===== config.mk =====
export PLATFORM = sky130hd
export DESIGN_NAME = ght_ram
export DESIGN_NICKNAME = d
export VERILOG_FILES = /design/src/design/ght_ram.sv
export SDC_FILE = /design/constraint.sdc
export NUM_CORES = 2
export LEC_CHECK = 0
export BUFFER_PORTS_ARGS = -buffer_cell sky130_fd_sc_hd__buf_2
export CAP_MARGIN = 20
export CORE_ASPECT_RATIO = 0.5
export CORE_MARGIN = 2
export CORE_UTILIZATION = 55
export CTS_CLUSTER_DIAMETER = 30
export DETAILED_ROUTE_END_ITERATION = 6
export PLACE_DENSITY = 0.79
export SLEW_MARGIN = 10
export SYNTH_ARGS = -nofsm -noshare
export SYNTH_HDL_FRONTEND = slang
export SYNTH_SLANG_ARGS = --single-unit
export TNS_END_PERCENT = 1

===== constraint.sdc =====
create_clock -name i_clk -period 4.4 [get_ports i_clk]
set_input_delay 1.32 -clock i_clk [delete_from_list [all_inputs] [get_ports i_clk]]
set_output_delay 1.32 -clock i_clk [all_outputs]
set_load 0.03 [all_outputs]

===== src/design/ght_ram.sv =====
// ----------------------------------------------------------------------------
// ght_ram
// Simple dual-port RAM: one write port, one read port, registered read data.
// ----------------------------------------------------------------------------
module ght_ram #(
    parameter int WIDTH  = 16,
    parameter int DEPTH  = 256,
    parameter int ADDR_W = (DEPTH > 1) ? $clog2(DEPTH) : 1
) (
    input  logic              i_clk,
    input  logic              i_we,
    input  logic [ADDR_W-1:0] i_waddr,
    input  logic [WIDTH-1:0]  i_wdata,
    input  logic              i_re,
    input  logic [ADDR_W-1:0] i_raddr,
    output logic [WIDTH-1:0]  o_rdata
);

    logic [WIDTH-1:0] r_mem [DEPTH];

    // Write port
    always_ff @(posedge i_clk) begin
        if (i_we) begin
            r_mem[i_waddr] <= i_wdata;
        end
    end

    // Read port, data valid in the cycle after the read enable
    always_ff @(posedge i_clk) begin
        if (i_re) begin
            o_rdata <= r_mem[i_raddr];
        end
    end

endmodule


# After elaboration in Yosys (flattened, before gate mapping)
# Memories as Yosys holds them, arrays and structs flattened. A register that Yosys moved wholly into a read port is not among the register bits.
# Index checks and enable logic that the tools add are counted.
# Widths: inputs -> output; s select.
dict set report op_classes {
  addsub 0
  multipliers 0
  div 0
  order_cmp 0
  eq_ne 0
  shifts 0
  muxes 2
  n_bitwise 0
  reduce_logical 0
}
# operator n
set op_table {}
lappend op_table {{$mux 1} 2}
dict set report word_totals {
  register_bits 0
  latchBits 0
  ramBits 4096
  mem_bits_ro 0
  input_bits 35
  out_inout_bits 16
  elab_cells 3
  n_memories 1
}
# memory depth width rd rd_ports_with_merged_regs wr line_no
set mem_list {}
lappend mem_list {r_mem 256 16 1 1 1 19} ;# logic [WIDTH-1:0] r_mem [DEPTH];

# Longest topological paths before layout
dict set report logic_depth {
  ltp_word 2
  ltp_mapped 12
  mapped_depth_nobuf 6
}

# Worst setup path after synthesis
# Ideal clock, no wire load.
dict set report synth_path {
  kind {input to register}
  from {input port i_raddr[0]}
  to {register o_rdata[4], read port of r_mem (data pin)}
  setup_time_ns 0.265
  arrival_time_ns 3.304
  t_required_ns 4.135
  path_slack_ns 0.831
  stages 8
  path_buffers 3
  cell_sequence {buf_6 > buf_6 > buf_2 > mux4_2 > mux4_2 > a22o_1 > o32ai_2 > nor4_2}
}
# item line_no
set synth_rtl {}
lappend synth_rtl {{from (decl)} 15} ;# input logic [ADDR_W-1:0] i_raddr,
lappend synth_rtl {{to (decl)} 16} ;# output logic [WIDTH-1:0] o_rdata

==> impl_metrics.toml <==
[die]
ios = 51
die_area_mm2 = 0.293
rows = 139
core_mm2 = 0.287
fp.dieW_um = 764
dieHeight_um = 384
start_util = 0.553

[worst_hold_path]
hold_depth = 1
hold_class = "input pin to register"

[grt]
grt_pass1_wl_um = 651000
grt_pass1_vias = 87072
grt_max_degree = 143
grt_overflow = 0
antenna_found_initial = 29
grtUsageTotal = 0.312

[detailed_routing]
routed_via_density = 7.08
drt_wl_total_um = 464000
firstDrtPassIters = 7
route.detailed.drc = 14
detail_route.wl_per_cell_um = 37.0
drt_iter0_drc = 16491
vias = 88638
ant_nets = 0

[clock_tree]
tritoncts = "yes"
worstSkewPairLatency_ps = 940
cts_hold_buf = 0
htree_levels = 5
clockRootBuffer = "clkbuf_16"
cts.reportedPaths.clkPinSlew_ps = 60
cts_resized = 0
cts_buffers = 484
cts.path.max_buffers = 4
cts_sinks = 4112
post-cts-setup-buffer-count = 0

[setup_path]
arrival_ps = 4810
crit_path_end_kind = "register"
r2r.worst_path.cells = 6
crit_required_ps = 5090
crit_fanout = 20
cp-start-kind = "input pin"
critical_path_class = "input pin to register"

[sta]
fin_crit_ps = 4120
setup_viol = 0
worstMarginPinSlew_ps = 1360
maxSlewHeadroom = 0.0929
clock.fmax_mhz = 243
finalCritPeriodShare = 0.936
clock_skew_ps = 62.3
finalSetupTns_ps = 0
hold_viol = 0
slew_violations = 0
rsz0062_at_grt = "no"

[yosys]
synth_edf_count = 4112
yosysSeqAreaShare = 0.777
postSynthCellCount = 7360
synth_seq_cells = 4112
ys_warn_count = 0
synth-main-ff-cell = "edfxtp_1"
synth_area_mm2 = 0.159
ys_types = 51
async_flop_share = 0
synth.avg_cell_area_um2 = 21.6
synthesis.nets = 7395

[power_and_ir_drop]
p_per_area_mw_per_mm2 = 486
ir_drop_uv = 375
power_mw = 90.5
leakagePower_nw = 60.4

[run_status]
failed_checks = "DRC"
outcome = "finished with violations"

[cells_and_area]
drive_gt1_frac = 0.303
multiInputGateArea_mm2 = 0.0330
fillers = 16731
ff_latch_area_mm2 = 0.123
fin_nets = 8240
area_growth_pct = 17.1
stdcell_count = 12522

[placement]
dp_cells = 11595
port_buffers = 50
gp_congestion = 0.981
dpl.hpwl_um = 252000

[job]
max-cap-violations = 0
==> per-layer routing <==
metal	track usage	vias up	part of all wire
met1	0.406	45025	0.33
met5	0	-	0.00025
li1	-	33172	-
met4	0.159	18	0.064
met3	0.0927	1629	0.15
met2	0.484	8794	0.46
==> worst max-delay path: stages <==
cell     delay, ps
buf_12         210
buf_4          350
mux4_2         590
mux4_2         570
a22o_1         340
o32ai_1        940
buf_4          300
nor4_1          60
==> path summary, 6_finish.rpt <==
check,endpoint,slack (ps),from
worst max-delay path,o_rdata[13],280,i_raddr[0]
worst min-delay path,r_mem[53][2],890,i_wdata[2]
worst max register to register,o_rdata[13],960,r_mem[54][13]
worst min register to register,o_rdata[15],1200,r_mem[104][15]
==> report_power, final <==
| group | internal, mW | leakage, nW | total (mW) | switching [mW] |
|---|---|---|---|---|
| registers | 43.2 | 37.0 | 43.3 | 0.0534 |
| logic | 1.58 | 15.2 | 4.52 | 2.95 |
| clock network | 25.5 | 8.23 | 42.7 | 17.2 |
==> flip-flops by register name (all words and copies together), names as in the netlist <==
register,cells
o_rdata,16
r_mem,4096
==> kinds of logic (layout without fill, tap and decap cells) <==
| group | count (synthesis) | in the layout | synth area share |
|---|---|---|---|
| AO/OA/AOI/OAI | 786 | 786 | 0.0353 |
| flip-flops | 4112 | 4112 | 0.777 |
| other | 0 | 20 | 0 |
| AND/OR/NAND/NOR | 556 | 556 | 0.0157 |
| buffers and inverters | 456 | 1721 | 0.0169 |
| multiplexers | 1450 | 1450 | 0.155 |
==> cell type report <==
cell class / instances / share of cell area
clock inverter: 387 / 0.0254
tap: 3877 / 0.0261
inverter: 4 / 0.000148
clock buffer: 519 / 0.0667
sequential: 4112 / 0.664
multi-input combinational: 2792 / 0.177
antenna: 20 / 0.000269
timing repair buffer: 811 / 0.0404
==> cells in the final DEF, fill, tap and decap left out, drive strengths merged, types with 3 or more instances in the layout <==
master	count
a2111oi	6
a211oi	18
a21oi	175
a221oi	28
a22o	32
a22oi	43
a31oi	6
and3	11
buf	807
bufinv	80
clkbuf	523
clkinv	160
clkinvlp	57
diode	20
edfxtp	4112
inv	94
mux2	88
mux2i	565
mux4	797
nand2	38
nand2b	3
nand3	35
nand4	26
nand4b	3
nor2	304
nor2b	9
nor3	92
nor4	18
o21ai	38
o221ai	253
o22ai	148
o31ai	16
o32ai	21
or2	5
==> per-stage QoR <==
stage / setup slack [ps] / area, µm² / utilization / hold slack, ps
2_1_floorplan: 831 / 159000 / - / 973
3_3_place_gp: -376 / 169000 / 0.588 / 1140
3_5_place_dp: -413 / 169000 / 0.588 / 1140
4_1_cts: 497 / 186000 / 0.648 / 866
5_1_grt: 270 / 186000 / 0.648 / 884
6_report: 281 / 186000 / 0.648 / 887
==> cells in the mapped netlist, drive strengths merged (2+ instances only) <==
cell        n  area (µm²)
and2        2        12.5
mux2i     565        5660
a21o        2        15.0
nor4       18         119
o221ai    253        2220
mux2       88         991
a31oi       6        37.5
nand3      35         175
clkbuf    230         863
and3       11        68.8
or3         2        12.5
a221oi     28         245
nor2      304        1140
nor4bb      2        20.0
nor2b       9        56.3
a22o       32         280
o32ai      21         191
mux4      797       17900
edfxtp   4112      123000
nor3       92         460
a211oi     18         135
a22oi      43         323
nand2b      3        18.8
inv         4        15.0
a2111oi     6        52.6
a21oi     175         876
or2         5        31.3
o31ai      16         120
o21ai      38         190
nand4b      3        26.3
o22ai     148         926
nand2      38         143
buf       222        1810
and4        2        17.5
nand4      26         163
Power figures use the tool's default switching activity.
